File: config.mk
export PLATFORM = sky130hd
export DESIGN_NAME = mie_ctrl
export DESIGN_NICKNAME = d
export VERILOG_FILES = /design/src/rtl/core/mie_pkg.sv /design/src/rtl/core/mie_ctrl.sv
export SDC_FILE = /design/constraint.sdc
export NUM_CORES = 1
export LEC_CHECK = 0
export ABC_AREA = 1
export BUFFER_PORTS_ARGS = -buffer_cell sky130_fd_sc_hd__buf_2
export CORE_MARGIN = 1
export CORE_UTILIZATION = 52
export CTS_CLUSTER_DIAMETER = 80
export CTS_CLUSTER_SIZE = 14
export DETAILED_ROUTE_END_ITERATION = 10
export PLACE_DENSITY = 0.79
export SYNTH_ARGS = -nofsm -noshare
export SYNTH_HDL_FRONTEND = slang
export SYNTH_SLANG_ARGS = --single-unit
File: constraint.sdc
create_clock -name i_clk -period 1.8 [get_ports i_clk]
set_input_delay 0.09 -clock i_clk [delete_from_list [all_inputs] [get_ports i_clk]]
set_output_delay 0.09 -clock i_clk [all_outputs]
set_load 0.05 [all_outputs]
File: src/rtl/core/mie_pkg.sv
`timescale 1ns / 1ps
// ----------------------------------------------------------------------------
// mie_pkg
// Shared types, constants and the quarter-wave sine generator for the modal
// impact excitation block.
// ----------------------------------------------------------------------------
package mie_pkg;

    localparam int MAX_MODES_DEF  = 16;
    localparam int SINE_BITS_DEF  = 10;
    localparam int WALK_CAP       = 16;
    localparam int AMP_LIMIT      = 20480;

    // field widths
    localparam int IDX_W    = 4;
    localparam int ORD_W    = 4;
    localparam int GAIN_W   = 16;
    localparam int PT_W     = 16;
    localparam int AMP_W    = 16;
    localparam int EN_W     = 19;
    localparam int CNT_W    = 5;
    localparam int CFG_A_W  = 3;
    localparam int CFG_D_W  = 19;
    localparam int COORD_W  = 17;
    localparam int SHAPE_W  = 15;

    // input item kinds
    localparam logic KIND_LOAD   = 1'b0;
    localparam logic KIND_IMPACT = 1'b1;

    // configuration register indexes
    typedef enum logic [CFG_A_W-1:0] {
        CFG_DIM_X,
        CFG_DIM_Y,
        CFG_DIM_Z,
        CFG_EXCITE_GAIN,
        CFG_MODE_COUNT,
        CFG_ENERGY_FLOOR
    } t_cfg_idx;

    typedef enum logic [4:0] {
        S_IDLE,
        S_DIV_INIT,
        S_DIV,
        S_EMPTY,
        S_LD_WR,
        S_SUM_RD,
        S_SUM_ACC,
        S_LD_RES,
        S_M_RD,
        S_M_LAT,
        S_A_IDX,
        S_A_SHP,
        S_MUL_GS,
        S_MUL_P,
        S_MUL_Q,
        S_ACC
    } t_state;

    // controller to datapath
    typedef struct packed {
        logic             capture;
        logic             div_init;
        logic             div_step;
        logic             div_store;
        logic             load_wr;
        logic             rd;
        logic             sum_acc;
        logic             lat;
        logic             idx_calc;
        logic             shp_step;
        logic             mul_gs;
        logic             mul_p;
        logic             mul_q;
        logic             acc_upd;
        logic             res_empty;
        logic             res_load;
        logic             last;
        logic [1:0]       axis;
        logic [CNT_W-1:0] index;
    } t_cmd;

    // datapath to controller
    typedef struct packed {
        logic [CNT_W-1:0] walk_n;
        logic             out_free;
    } t_stat;

    // sin(pi/2 * x), x in Q0.16 (0..65536), result Q1.14 capped at 16384
    function automatic logic [SHAPE_W-1:0] quarter_sine(input logic [COORD_W-1:0] x);
        logic [63:0] xx;
        logic [63:0] y;
        logic [63:0] p;
        logic [63:0] r;
        xx = 64'(x);
        y  = (xx * xx) >> 2;
        p  = 64'd172273;
        p  = 64'd5026995 - ((p * y) >> 30);
        p  = 64'd85569306 - ((p * y) >> 30);
        p  = 64'd693598669 - ((p * y) >> 30);
        p  = 64'd1686629713 - ((p * y) >> 30);
        r  = (p * xx + (64'd1 << 31)) >> 32;
        return (r > 64'd16384) ? SHAPE_W'(16384) : r[SHAPE_W-1:0];
    endfunction

endpackage

File: src/rtl/core/mie_ctrl.sv
`timescale 1ns / 1ps
// ----------------------------------------------------------------------------
// mie_ctrl
// Sequencer: coordinate divisions, load energy walk and per-mode update steps.
// ----------------------------------------------------------------------------
module mie_ctrl (
    input  logic           i_clk,
    input  logic           i_rst_n,
    input  logic           i_in_valid,
    input  logic           i_in_kind,
    output logic           o_in_ready,
    input  mie_pkg::t_stat i_stat,
    output mie_pkg::t_cmd  o_cmd
);

    import mie_pkg::*;

    t_state           r_state, n_state;
    logic [CNT_W-1:0] r_i, n_i;
    logic [1:0]       r_axis, n_axis;
    logic [4:0]       r_bit, n_bit;
    logic             w_last;

    assign w_last = ((r_i + CNT_W'(1)) == i_stat.walk_n);

    always_ff @(posedge i_clk) begin
        if (!i_rst_n) begin
            r_state <= S_IDLE;
            r_i     <= '0;
            r_axis  <= '0;
            r_bit   <= '0;
        end else begin
            r_state <= n_state;
            r_i     <= n_i;
            r_axis  <= n_axis;
            r_bit   <= n_bit;
        end
    end

    // next state and counters
    always_comb begin
        n_state = r_state;
        n_i     = r_i;
        n_axis  = r_axis;
        n_bit   = r_bit;
        case (r_state)
            S_IDLE: begin
                if (i_in_valid) begin
                    n_i    = '0;
                    n_axis = '0;
                    n_state = (i_in_kind == KIND_LOAD) ? S_LD_WR : S_DIV_INIT;
                end
            end
            S_DIV_INIT: begin
                n_bit   = 5'd31;
                n_state = S_DIV;
            end
            S_DIV: begin
                if (r_bit == 5'd0) begin
                    if (r_axis == 2'd2) begin
                        n_i     = '0;
                        n_state = (i_stat.walk_n == '0) ? S_EMPTY : S_M_RD;
                    end else begin
                        n_axis  = r_axis + 2'd1;
                        n_state = S_DIV_INIT;
                    end
                end else begin
                    n_bit = r_bit - 5'd1;
                end
            end
            S_EMPTY: begin
                if (i_stat.out_free) n_state = S_IDLE;
            end
            S_LD_WR: begin
                n_i     = '0;
                n_state = (i_stat.walk_n == '0) ? S_LD_RES : S_SUM_RD;
            end
            S_SUM_RD: n_state = S_SUM_ACC;
            S_SUM_ACC: begin
                if (w_last) begin
                    n_state = S_LD_RES;
                end else begin
                    n_i     = r_i + CNT_W'(1);
                    n_state = S_SUM_RD;
                end
            end
            S_LD_RES: begin
                if (i_stat.out_free) n_state = S_IDLE;
            end
            S_M_RD: begin
                n_axis  = '0;
                n_state = S_M_LAT;
            end
            S_M_LAT: n_state = S_A_IDX;
            S_A_IDX: n_state = S_A_SHP;
            S_A_SHP: begin
                if (r_axis == 2'd2) begin
                    n_state = S_MUL_GS;
                end else begin
                    n_axis  = r_axis + 2'd1;
                    n_state = S_A_IDX;
                end
            end
            S_MUL_GS: n_state = S_MUL_P;
            S_MUL_P:  n_state = S_MUL_Q;
            S_MUL_Q:  n_state = S_ACC;
            S_ACC: begin
                if (i_stat.out_free) begin
                    if (w_last) begin
                        n_state = S_IDLE;
                    end else begin
                        n_i     = r_i + CNT_W'(1);
                        n_state = S_M_RD;
                    end
                end
            end
            default: n_state = S_IDLE;
        endcase
    end

    // commands
    always_comb begin
        o_cmd       = '0;
        o_cmd.axis  = r_axis;
        o_cmd.index = r_i;
        o_cmd.last  = w_last;
        o_in_ready  = 1'b0;
        case (r_state)
            S_IDLE: begin
                o_in_ready    = 1'b1;
                o_cmd.capture = i_in_valid;
            end
            S_DIV_INIT: o_cmd.div_init = 1'b1;
            S_DIV: begin
                o_cmd.div_step  = 1'b1;
                o_cmd.div_store = (r_bit == 5'd0);
            end
            S_EMPTY:   o_cmd.res_empty = i_stat.out_free;
            S_LD_WR:   o_cmd.load_wr   = 1'b1;
            S_SUM_RD:  o_cmd.rd        = 1'b1;
            S_SUM_ACC: o_cmd.sum_acc   = 1'b1;
            S_LD_RES:  o_cmd.res_load  = i_stat.out_free;
            S_M_RD:    o_cmd.rd        = 1'b1;
            S_M_LAT:   o_cmd.lat       = 1'b1;
            S_A_IDX:   o_cmd.idx_calc  = 1'b1;
            S_A_SHP:   o_cmd.shp_step  = 1'b1;
            S_MUL_GS:  o_cmd.mul_gs    = 1'b1;
            S_MUL_P:   o_cmd.mul_p     = 1'b1;
            S_MUL_Q:   o_cmd.mul_q     = 1'b1;
            S_ACC:     o_cmd.acc_upd   = i_stat.out_free;
            default:   o_cmd           = '0;
        endcase
    end

endmodule

======== Word level (Yosys, flattened, before mapping) ========
Index checks and enable logic that the tools add are counted.
Widths: inputs -> output; s select.
storage, ports and cells
  bits in registers ....................... 17
  input bits .............................. 10
  output and inout port bits .............. 25
  word-level logic and storage cells ...... 84
cells by class
  add/sub/neg operators ................... 3
  eq/ne operators ......................... 23
  multiplexer cells ....................... 41
  reduce and logical (&&, ||, !) cells .... 13
operators with widths
  cell                 number
  $pmux 5 s15          1
  $mux 5               10
  $eq 5x4->1 const B   8
  $pmux 5 s5           1
  $eq 5x3->1 const B   4
  $reduce_or 16->1     1
  $logic_not 5->1      3
  $mux 1               15
  $mux 2               6
  $mux 4               3
  $eq 5x2->1 const B   2
  $ne 2x2->1 const B   5
  $pmux 5 s2           1
  $mux 8               1
  $pmux 2 s4           1
  $mux 3               2
  $add 5x1->5 const B  1
  $eq 5x1->1 const B   1
  $eq 5x5->1           1
  $reduce_and 5->1     1
  $reduce_bool 5->1    1
  $sub 5x1->5 const B  1
  $reduce_and 4->1     1
  $reduce_bool 4->1    1
  7 further kinds      8

======== Depth between registers and ports, before layout ========
Gate-level depths: netlist (run 1).
  depth in word-level cells ............... 5
  gate-level depth with buffers ........... 14
  depth with buffers taken out ............ 14

======== Least setup slack after synthesis (run 1) ========
No wires, ideal clock.
  path type ............................... reg-to-reg
  start ................................... register r_i[0]
  end ..................................... register r_i[0]
  setup time .............................. 0.112 ns
  arrival ................................. 1.774 ns
  data required time ...................... 1.688 ns
  path slack .............................. -0.085 ns
  cell stages (with the launch flop) ...... 15
  clock period less this slack ............ 1.885 ns
  path through ............................ dfxtp_1 > ha_1 > inv_1 > nand2_1 > nand2_1 > nor2_1 > nand3_1 > nor2_1 > nand2_1 > nor2_4 > nand2_4 > nand2_2 > inv_2 > nor2_1 > nor2_1
between the ends
  longest elaborated chain between the ends .. 5
RTL lines
  what                      line                                             source
  start: declaration        mie_ctrl.sv:19                                   logic [CNT_W-1:0] r_i, n_i;
  start signal: assignment  mie_ctrl.sv:34                                   r_i <= n_i;
  $add 5x1->5               mie_ctrl.sv:24, mie_ctrl.sv:83, mie_ctrl.sv:112
  $eq 5x5->1                mie_ctrl.sv:24                                   assign w_last = ((r_i + CNT_W'(1)) == i_stat.walk_n);
  $mux 5 (*)                mie_ctrl.sv:80, mie_ctrl.sv:109
  $mux 5                    mie_ctrl.sv:108                                  if (i_stat.out_free) begin
  $pmux 5 s5 (*)            mie_ctrl.sv:46                                   case (r_state)
Every way passes the cells marked *; elsewhere a longest branch is shown, timed or not. The select of a mux whose other input is x is not followed.
A chain may end at the register's enable or synchronous reset.

==> impl_metrics.py, run 1 <==
metrics = {
    "run_status": {
        "status": "finished clean",
    },
    "sta": {
        "hold_viol": 0,
        "slew-limit-headroom_pct": 73.3,
        "worst_pin_slew_ns": 0.398,
        "timing.final.crit_share_pct": 99.3,
        "grt_setup_unrepaired": "yes",
        "postLayoutSetupSlackWorst_ns": 0.0129,
        "fin_crit_ns": 1.79,
        "slew_viol_final": 0,
        "final-setup-viol-count": 0,
        "timing.hold.ws_ns": 0.0777,
        "tns_ns": 0,
        "clock-skew-final_ns": 0.00796,
        "max_freq_mhz": 560,
    },
    "clock_network": {
        "clock_latency_ns": 0.29,
        "cts_buffers": 3,
        "h-tree-depth": 1,
        "clk_pin_slew_ns": 0.09,
        "clockRootBuffer": "clkbuf_4",
        "tritoncts": "built",
        "postCtsHoldBufs": 0,
        "clk_path_buf_depth": 2,
        "cts_num_sinks": 16,
    },
    "worst_hold_path": {
        "hp-start": "i_rst_n",
        "holdPathStages": 3,
        "hp-class": "in -> reg",
        "min_to": "r_i[0]$_SDFFE_PN0P_",
    },
    "synthesis": {
        "synth_cell_type_count": 31,
        "synth_top_family_by_area": "simple AND/OR/NAND/NOR gates",
        "synth-async-reset-ratio_pct": 0,
        "yosys.area_share.simple_pct": 43.4,
        "avgSynthCellArea_um2": 6.07,
        "yosys.area_share.xor_xnor_pct": 1.32,
        "syn_area_um2": 1320,
        "syn_nets": 232,
        "synth-edff-count": 0,
        "ys_warn_count": 0,
        "muxShareOfSynthArea_pct": 0,
        "syn_inst": 218,
        "synth_seq_cells": 16,
        "yosys.area_share.adder_pct": 3.78,
        "synth-compound-area-share_pct": 14.0,
        "yosys_most_used_dff": "dfxtp_1",
        "ys_seq_area_share_pct": 24.2,
    },
    "route": {
        "wirelength_um": 3060,
        "routedWlPerCell_um": 10.9,
        "via_per_inst": 4.99,
        "firstDrtPassIters": 4,
        "drt_iter0_drc": 32,
        "drc": 0,
        "drtAntennaViolNets": 0,
        "vias": 1396,
    },
    "pwr": {
        "total_power_mw": 3.16,
        "p_int_mw": 1.31,
        "seqPwrFrac_pct": 22.4,
        "switching_power_mw": 1.85,
        "peakVddDrop_uv": 1280,
        "pwr-share-clk_pct": 6.3,
        "comb_power_share_pct": 71.4,
        "power.leakage_nw": 0.828,
        "p_sw_share_pct": 58.5,
        "power_density_nw_per_um2": 1960,
    },
    "setup_path": {
        "critPathLaunchType": "flip-flop",
        "path_buf_inv": 2,
        "ff2ff_path_depth": 15,
        "rrSetupSlack_ns": 0.03,
        "crit_path_top_delay_cell": "dfxtp_4",
        "worstReg2RegEnd": "r_i[4]$_SDFFE_PN0P_",
        "crit_path_max_incr_delay_ns": 0.36,
        "worstSetupPathType": "reg -> out",
        "critical_path.cell_chain": "ha_4 -> inv_2 -> nand2_1 -> nand2_1 -> nor2_1 -> nand3_1 -> nor2_2 -> nand2_2 -> nor2_4 -> buf_6",
        "r2r-start": "r_i[0]$_SDFFE_PN0P_",
        "critPathTopFamily": "simple AND/OR/NAND/NOR gates",
        "crit_top_cell": "nand2_1",
        "path_max_fanout": 3,
        "required_ns": 1.71,
        "crit_arrival_ns": 1.70,
        "cp-end-kind": "output port",
    },
    "place": {
        "dp_cells": 273,
        "hpwl_um": 2410,
        "place_ws_ns": 0.0526,
        "dpl_cell_area_um2": 1520,
        "io_buffers": 34,
        "gp_congestion": 0.888,
    },
    "grt": {
        "grt_max_degree": 11,
        "grt_pass1_wl_um": 5240,
        "grt_usage_pct": 25.5,
        "overflow": 0,
        "grt_pass1_vias": 1250,
        "antenna_found_initial": 0,
    },
    "layout": {
        "syn_to_final_growth_pct": 22.0,
        "layout.nets": 267,
        "instances_no_fill": 280,
        "drive_gt1_share_pct": 32.1,
        "antenna_cells": 0,
        "fin_util_pct": 70.3,
        "final_area_um2": 1610,
    },
    "job": {
        "drv_cap": 0,
    },
    "floorplanning": {
        "ios": 35,
        "core_area_um2": 2300,
        "die_w_um": 52.4,
        "rows": 17,
        "die-area_um2": 2750,
        "initial_core_util_pct": 57.6,
        "fp.dieH_um": 52.4,
    },
}
==> cells in the final DEF (no fill, tap or decap), drive strengths merged <==
cell / netlist / layout
dfxtp: 16 / 16
clkbuf: 7 / 4
inv: 36 / 36
nand2: 53 / 53
nor4: 1 / 1
ha: 4 / 4
nand3: 12 / 12
nand3b: 2 / 2
nor2: 45 / 45
or2: 1 / 1
o221ai: 1 / 1
buf: 1 / 38
a311oi: 1 / 1
xnor2: 1 / 1
o22ai: 1 / 1
nand4: 3 / 3
a211oi: 1 / 1
a21oi: 10 / 10
xor2: 1 / 1
o21ai: 16 / 16
nor3: 4 / 4
clkinv: 1 / 1
==> repair_timing <==
action / CTS / global route
pin swaps: 3 / 0
endpoints found under the setup margin: 1 / 8
setup buffers: 3 / 0
resized for setup: 3 / 13
cloned: 0 / 0
==> cells by family (layout without fill, tap and decap cells) <==
logic type,after synthesis,after routing
flip-flops,16,16
XOR/XNOR,2,2
buffers and inverters,45,79
adder cells (fa/ha/maj),4,4
AO/OA/AOI/OAI,30,30
AND/OR/NAND/NOR,121,121
==> synth_stat cells, types with 4 or more instances <==
master / count / area share [%]
a21oi_1: 10 / 3.8
clkbuf_1: 7 / 2.0
dfxtp_1: 16 / 24
ha_1: 4 / 3.8
inv_1: 28 / 7.9
inv_2: 7 / 2.0
nand2_1: 47 / 13
nand3_1: 12 / 4.5
nor2_1: 38 / 11
nor2_2: 4 / 1.9
nor3_1: 4 / 1.5
o21ai_0: 13 / 4.9
==> worst max-delay path by stage <==
stage / end / slack (ns) / startpoint / depth (start not counted)
after floorplan: r_i[1]$_SDFFE_PN0P_ / -0.07 / r_i[0]$_SDFFE_PN0P_ / 14
after global placement: r_i[2]$_SDFFE_PN0P_ / 0.09 / r_i[0]$_SDFFE_PN0P_ / 14
after detailed placement: r_i[1]$_SDFFE_PN0P_ / 0.05 / r_i[0]$_SDFFE_PN0P_ / 14
after CTS: o_cmd[7] / -0.0008 / r_i[0]$_SDFFE_PN0P_ / 10
after global routing: r_i[4]$_SDFFE_PN0P_ / -0.14 / r_i[1]$_SDFFE_PN0P_ / 15
final: o_cmd[7] / 0.01 / r_i[0]$_SDFFE_PN0P_ / 10
==> sequential cells by signal, summed over array words and instances (netlist names) <==
signal	count
r_i	5
r_axis	2
r_bit	5
r_state	4
==> cell type report <==
| type | instances | area (um2) |
|---|---|---|
| sequential | 16 | 329 |
| clock buffer | 4 | 26.3 |
| inverter | 37 | 144 |
| multi-input combinational | 157 | 870 |
| timing repair buffer | 38 | 210 |
| tap | 28 | 35.0 |
| fill | 226 | 683 |
==> power by group through the flow <==
stage	Sequential (mW)	Combinational, mW	Clock [mW]
after floorplan	0.658	1.77	0
after global placement	0.718	2.04	0
after detailed placement	0.719	2.06	0
after CTS	0.696	2.14	0.206
after global routing	0.729	2.51	0.215
final	0.706	2.26	0.198
==> worst register-to-register path: stages, from the launching register on <==
cell and delay, ns:
dfxtp_4 0.36, ha_4 0.27, inv_2 0.03, nand2_1 0.04
nand2_1 0.05, nor2_1 0.09, nand3_1 0.09, nor2_2 0.12
nand2_2 0.07, nor2_4 0.12, buf_6 0.12, nand2_4 0.07
nand2_4 0.10, inv_4 0.05, nor2_2 0.07, nor2_1 0.04
==> metal layers <==
metal	track usage, %	routed length (um)	vias up
met5	0	0	-
met4	9.65	35	0
met3	2.61	188	4
met2	40.5	1300	41
met1	35.0	1540	600
li1	-	-	751
(Power assumes the default switching activity.)
==> run 2: changes to the inputs <==
- CELL_PAD_IN_SITES_DETAIL_PLACEMENT: unset -> 1
- CELL_PAD_IN_SITES_GLOBAL_PLACEMENT: unset -> 1
- CORE_ASPECT_RATIO: unset -> 2
- CORE_UTILIZATION: 52 -> 35
- GPL_TIMING_DRIVEN: unset -> 0
- PLACE_DENSITY: 0.79 -> unset
- PLACE_DENSITY_LB_ADDON: unset -> 0.1
==> run 2 against run 1 <==
  * The flow now finishes with violations (negative setup slack)
  * Utilization shrank 21 points
  * Critical path type unchanged
  * Critical path depth is the same
  * Setup slack lost 0.055 ns
==> impl_metrics.py, run 2 (synthesis results as in run 1) <==
metrics = {
    "layout": {
        "antenna_cells": 0,
        "final_common_cell": "nand2_1",
        "most-common-layout-cells": "45 x nand2_1, 33 x buf_2, 31 x nor2_1, 27 x inv_1",
        "fillers": 515,
        "reg_top3": "r_bit x5, r_i x5, r_state x4",
        "layout.nets": 278,
        "instances_no_fill": 312,
        "syn_to_final_growth_pct": 33.1,
        "drive_gt1_share_pct": 33.5,
    },
    "route": {
        "wirelength_um": 4170,
        "drt_iter0_drc": 11,
        "drc": 0,
        "firstDrtPassIters": 4,
        "wl_met3_um": 88,
        "met1_length_um": 1330,
        "drtAntennaViolNets": 0,
        "wl_met2_um": 2700,
        "via_per_inst": 4.87,
        "top_layer_used": "met4",
        "routedWlPerCell_um": 13.3,
        "vias": 1518,
    },
    "setup_path": {
        "critical_path.cell_chain": "ha_4 -> inv_2 -> nand2_1 -> nand2_1 -> nor2_1 -> nand3_1 -> nor2_2 -> nand2_2 -> nor2_4 -> buf_8",
        "cp-end-kind": "output port",
        "crit_top_cell": "nand2_1",
        "worstSetupPathType": "reg -> out",
        "path_max_fanout": 3,
        "crit_arrival_ns": 1.75,
        "crit_path_top_delay_cell": "dfxtp_4",
        "critPathLaunchType": "flip-flop",
        "required_ns": 1.71,
        "crit_path_max_incr_delay_ns": 0.36,
    },
    "sta": {
        "tns_ns": -0.124,
        "slew_viol_final": 0,
        "hold_viol": 0,
        "fin_crit_ns": 1.84,
        "worst_pin_slew_ns": 0.436,
        "slew-limit-headroom_pct": 70.7,
        "max_freq_mhz": 543,
        "timing.final.crit_share_pct": 102,
        "grt_setup_unrepaired": "yes",
        "final-setup-viol-count": 7,
        "postLayoutSetupSlackWorst_ns": -0.0425,
        "clock-skew-final_ns": 0.000935,
    },
    "job": {
        "drv_cap": 0,
    },
    "pwr": {
        "power_density_nw_per_um2": 2030,
        "peakVddDrop_uv": 1280,
        "power.leakage_nw": 0.879,
    },
    "place": {
        "io_buffers": 34,
        "hpwl_um": 3350,
        "dp_cells": 301,
        "gp_congestion": 0.806,
    },
    "grt": {
        "grt_pass1_wl_um": 6640,
        "grt_pass1_vias": 1527,
        "grt_max_degree": 11,
        "antenna_found_initial": 0,
        "overflow": 0,
        "grt_usage_pct": 22.8,
    },
    "clock_network": {
        "clock_latency_ns": 0.25,
        "clk_pin_slew_ns": 0.06,
        "clk_path_buf_depth": 2,
        "h-tree-depth": 1,
        "clockRootBuffer": "clkbuf_8",
        "cts_buffers": 3,
        "tritoncts": "built",
        "cts_num_sinks": 16,
    },
    "run_status": {
        "violations": "negative setup slack",
        "status": "finished, violations left",
    },
    "floorplanning": {
        "core_area_um2": 3610,
        "initial_core_util_pct": 36.7,
        "die_w_um": 45.5,
        "die-area_um2": 4040,
        "ios": 35,
        "rows": 31,
        "fp.dieH_um": 88.9,
    },
    "worst_hold_path": {
        "hp-class": "in -> reg",
    },
}
run 2: cell types whose count changed in the layout (fill, tap and decap cells not counted), moves of 3 or more:
cell,change
clkbuf_1,+6
nor2_4,+5
buf_4,+4
clkbuf_8,+4
nor2_2,-4
clkbuf_4,-3
run 2: layout make-up:
| cell class | instances | area (um2) | share of cell area, % |
|---|---|---|---|
| well taps | 49 | 61.3 | 3.48 |
| clock buffers | 4 | 55.1 | 3.13 |
| repair buffers | 41 | 236 | 13.4 |
| multi-input cells | 157 | 896 | 50.9 |
| flip-flops and latches | 16 | 329 | 18.7 |
| inverters | 37 | 149 | 8.46 |
| plain buffers | 8 | 33.8 | 1.92 |
run 2: final timing paths:
check	start	endpoint	slack, ns	depth (start not counted)
hold / removal	i_rst_n	r_i[1]$_SDFFE_PN0P_	0.13	3
hold reg to reg	r_bit[4]$_SDFFE_PN0P_	r_bit[4]$_SDFFE_PN0P_	0.51	2
setup / recovery	r_i[1]$_SDFFE_PN0P_	o_cmd[7]	-0.04	10
setup reg to reg	r_i[1]$_SDFFE_PN0P_	r_i[1]$_SDFFE_PN0P_	-0.03	14
run 2: repair_timing:
item                       4_1_cts  5_1_grt
gates cloned                     0        0
setup endpoints to repair        6       11
pin swaps                        5        2
buffers inserted                 6        1
gates resized for setup          5       20
hold buffers                     0        0
hold endpoints to repair         0        0
run 2: routing by layer:
metal  vias up  global-route usage [%]
met1       721                    18.2
met3         4                    3.43
met4         0                    6.34
met2        22                    49.9
met5         -                       0
li1        771                       -
run 2: per-stage QoR:
step | power (mW) | utilization, % | area, um2 | setup WS (ns) | hold WS (ns)
CTS | 3.38 | 46.7 | 1690 | -0.0439 | 0.125
detailed placement | 2.93 | 43.6 | 1570 | -0.0647 | 0.397
global placement | 2.89 | 43.6 | 1570 | -0.0222 | 0.393
global route | 3.90 | 48.8 | 1760 | -0.173 | 0.142
floorplan | 2.42 | - | 1340 | -0.0735 | 0.206
finish | 3.58 | 48.8 | 1760 | -0.0425 | 0.129
run 2: worst max-delay path: cells and delay by family, from the launching register on:
family	cells	cell delay (ns)
adders and majority gates	1	0.28
and+or+nand+nor	7	0.66
buffers and inverters	2	0.20
DFF	1	0.36
run 2: power by group:
part	switching [mW]	total (mW)	leakage [nW]	internal, mW
clock	0.125	0.319	0.0288	0.194
sequential	0.181	0.706	0.133	0.524
combinational	1.72	2.56	0.717	0.838
total	2.02	3.58	0.879	1.56
==> run 3: changes to the inputs <==
- CORE_ASPECT_RATIO: 2 -> 1.1
- clock period: 1.8 -> 1.7 ns (I/O delays scaled with it)
==> run 3 against run 2 <==
  * Largest cell class unchanged
  * Hold slack got worse by 0.0030 ns
  * Sequential share of layout area increased by 0.17 points
  * Largest power group unchanged
  * Non-clock buffer count decreased by 3
  * Global-route usage decreased by 2.7 points
  * The run still ends with negative setup slack left
  * Setup slack got worse by 0.057 ns
==> impl_metrics.py, run 3 (synthesis results as in run 1) <==
metrics = {
    "layout": {
        "antenna_cells": 0,
        "final_area_um2": 1740,
        "instances_no_fill": 310,
        "multi_input_area_um2": 903,
        "reg_top3": "r_bit x5, r_i x5, r_state x4",
        "most-common-layout-cells": "46 x nand2_1, 31 x nor2_1, 31 x buf_2, 27 x inv_1",
        "syn_to_final_growth_pct": 31.9,
        "drive_gt1_share_pct": 32.7,
        "final_common_cell": "nand2_1",
        "seq_area_um2": 329,
        "layout.nets": 275,
        "fillers": 530,
    },
    "route": {
        "drt_iter0_drc": 37,
        "drtAntennaViolNets": 0,
        "via_per_inst": 4.76,
        "wirelength_um": 3810,
        "firstDrtPassIters": 4,
        "routedWlPerCell_um": 12.3,
        "drc": 0,
        "vias": 1476,
    },
    "floorplanning": {
        "core_area_um2": 3630,
        "ios": 35,
        "die-area_um2": 4030,
        "die_w_um": 60.6,
        "fp.dieH_um": 66.5,
        "initial_core_util_pct": 36.5,
        "rows": 23,
    },
    "sta": {
        "worst_pin_slew_ns": 0.434,
        "final-setup-viol-count": 7,
        "fin_crit_ns": 1.80,
        "hold_viol": 0,
        "slew_viol_final": 0,
        "slew-limit-headroom_pct": 70.9,
        "clock-skew-final_ns": 0.00360,
        "grt_setup_unrepaired": "yes",
        "max_freq_mhz": 556,
        "timing.final.crit_share_pct": 106,
        "postLayoutSetupSlackWorst_ns": -0.0998,
    },
    "setup_path": {
        "r2r-start": "r_i[1]$_SDFFE_PN0P_",
        "critPathTopFamily": "simple AND/OR/NAND/NOR gates",
        "critPathLaunchType": "flip-flop",
        "crit_top_cell": "nand2_1",
        "path_max_fanout": 3,
        "crit_arrival_ns": 1.71,
        "critical_path.cell_chain": "ha_4 -> inv_2 -> nand2_1 -> nand2_1 -> nor2_1 -> nand3_1 -> nor2_2 -> nand2_2 -> nor2_4 -> buf_6",
        "crit_path_top_delay_cell": "dfxtp_4",
        "worstSetupPathType": "reg -> out",
        "crit_path_max_incr_delay_ns": 0.35,
        "crit_start": "r_i[1]$_SDFFE_PN0P_",
        "cp-end-kind": "output port",
        "required_ns": 1.62,
        "path_buf_inv": 2,
    },
    "grt": {
        "grt_usage_pct": 20.1,
        "antenna_found_initial": 0,
        "grt_pass1_wl_um": 6080,
        "grt_pass1_vias": 1380,
        "grt_max_degree": 11,
        "overflow": 0,
    },
    "place": {
        "gp_congestion": 0.793,
        "io_buffers": 34,
        "dpl_cell_area_um2": 1580,
        "dp_cells": 302,
        "hpwl_um": 3040,
    },
    "clock_network": {
        "clock_latency_ns": 0.25,
        "clockRootBuffer": "clkbuf_8",
        "cts_buffers": 3,
        "cts_num_sinks": 16,
        "h-tree-depth": 1,
        "clk_path_buf_depth": 2,
        "clk_pin_slew_ns": 0.06,
        "tritoncts": "built",
    },
    "worst_hold_path": {
        "hp-class": "in -> reg",
        "hp-start": "i_rst_n",
    },
    "pwr": {
        "power_density_nw_per_um2": 2130,
        "peakVddDrop_uv": 941,
        "power.leakage_nw": 0.861,
    },
    "job": {
        "drv_cap": 0,
    },
    "run_status": {
        "status": "finished, violations left",
        "violations": "negative setup slack",
    },
}
run 3: cell count changes in the layout (fill, tap and decap cells not counted):
cell	delta
buf_4	-2
clkbuf_4	+2
nor2_4	+1
buf_2	-2
nand2_1	+1
nand2_2	-1
nand3_1	-1
buf_8	-1
nand3_2	+1
nor2_2	-1
run 3: stage by stage:
step | hold WS [ns] | worst slack, ns | total power [mW] | util, % | TNS, ns
after floorplan | 0.201 | -0.173 | 2.58 | - | -0.951
after global placement | 0.373 | -0.0971 | 3.04 | 43.7 | -0.479
after detailed placement | 0.384 | -0.102 | 3.09 | 43.7 | -0.470
after CTS | 0.124 | -0.100 | 3.57 | 46.5 | -0.348
after global routing | 0.141 | -0.227 | 4.04 | 48.1 | -1.80
final | 0.126 | -0.0998 | 3.72 | 48.1 | -0.458
run 3: final cells by class:
type	count	area share, %
well taps	50	3.59
repair buffers	38	12.1
clock buffers	4	3.16
multi-input cells	157	51.8
flip-flops and latches	16	18.9
inverters	37	8.54
plain buffers	8	1.94
run 3: path summary, 6_finish.rpt:
kind         slack, ns  cells past startpoint                     to
max               -0.1                     10               o_cmd[7]
min               0.13                      3    r_i[0]$_SDFFE_PN0P_
max reg2reg      -0.07                     14    r_i[4]$_SDFFE_PN0P_
min reg2reg       0.47                      2  r_bit[4]$_SDFFE_PN0P_
run 3: tightest hold or removal path: cells and delay by family:
kind,cells,cell delay [ns]
buf+inv,1,0.14
simple gates,2,0.11
run 3: where the power goes:
part           total, mW  switching (mW)  internal [mW]
Sequential         0.727           0.172          0.555
Combinational       2.66            1.81          0.849
Clock              0.331           0.126          0.205
run 3: metal layers:
layer	up-vias	global-route usage [%]	share of wire, %
li1	764	-	-
met1	686	26.2	50
met2	22	34.9	48
met3	4	1.17	1.7
met4	0	5.97	1.0
met5	-	0	0
run 3: repair_timing:
item / CTS / global route
setup endpoints to repair: 7 / 16
buffers inserted: 4 / 0
gates resized for setup: 6 / 18
hold buffers: 0 / 0
pin swaps: 6 / 4
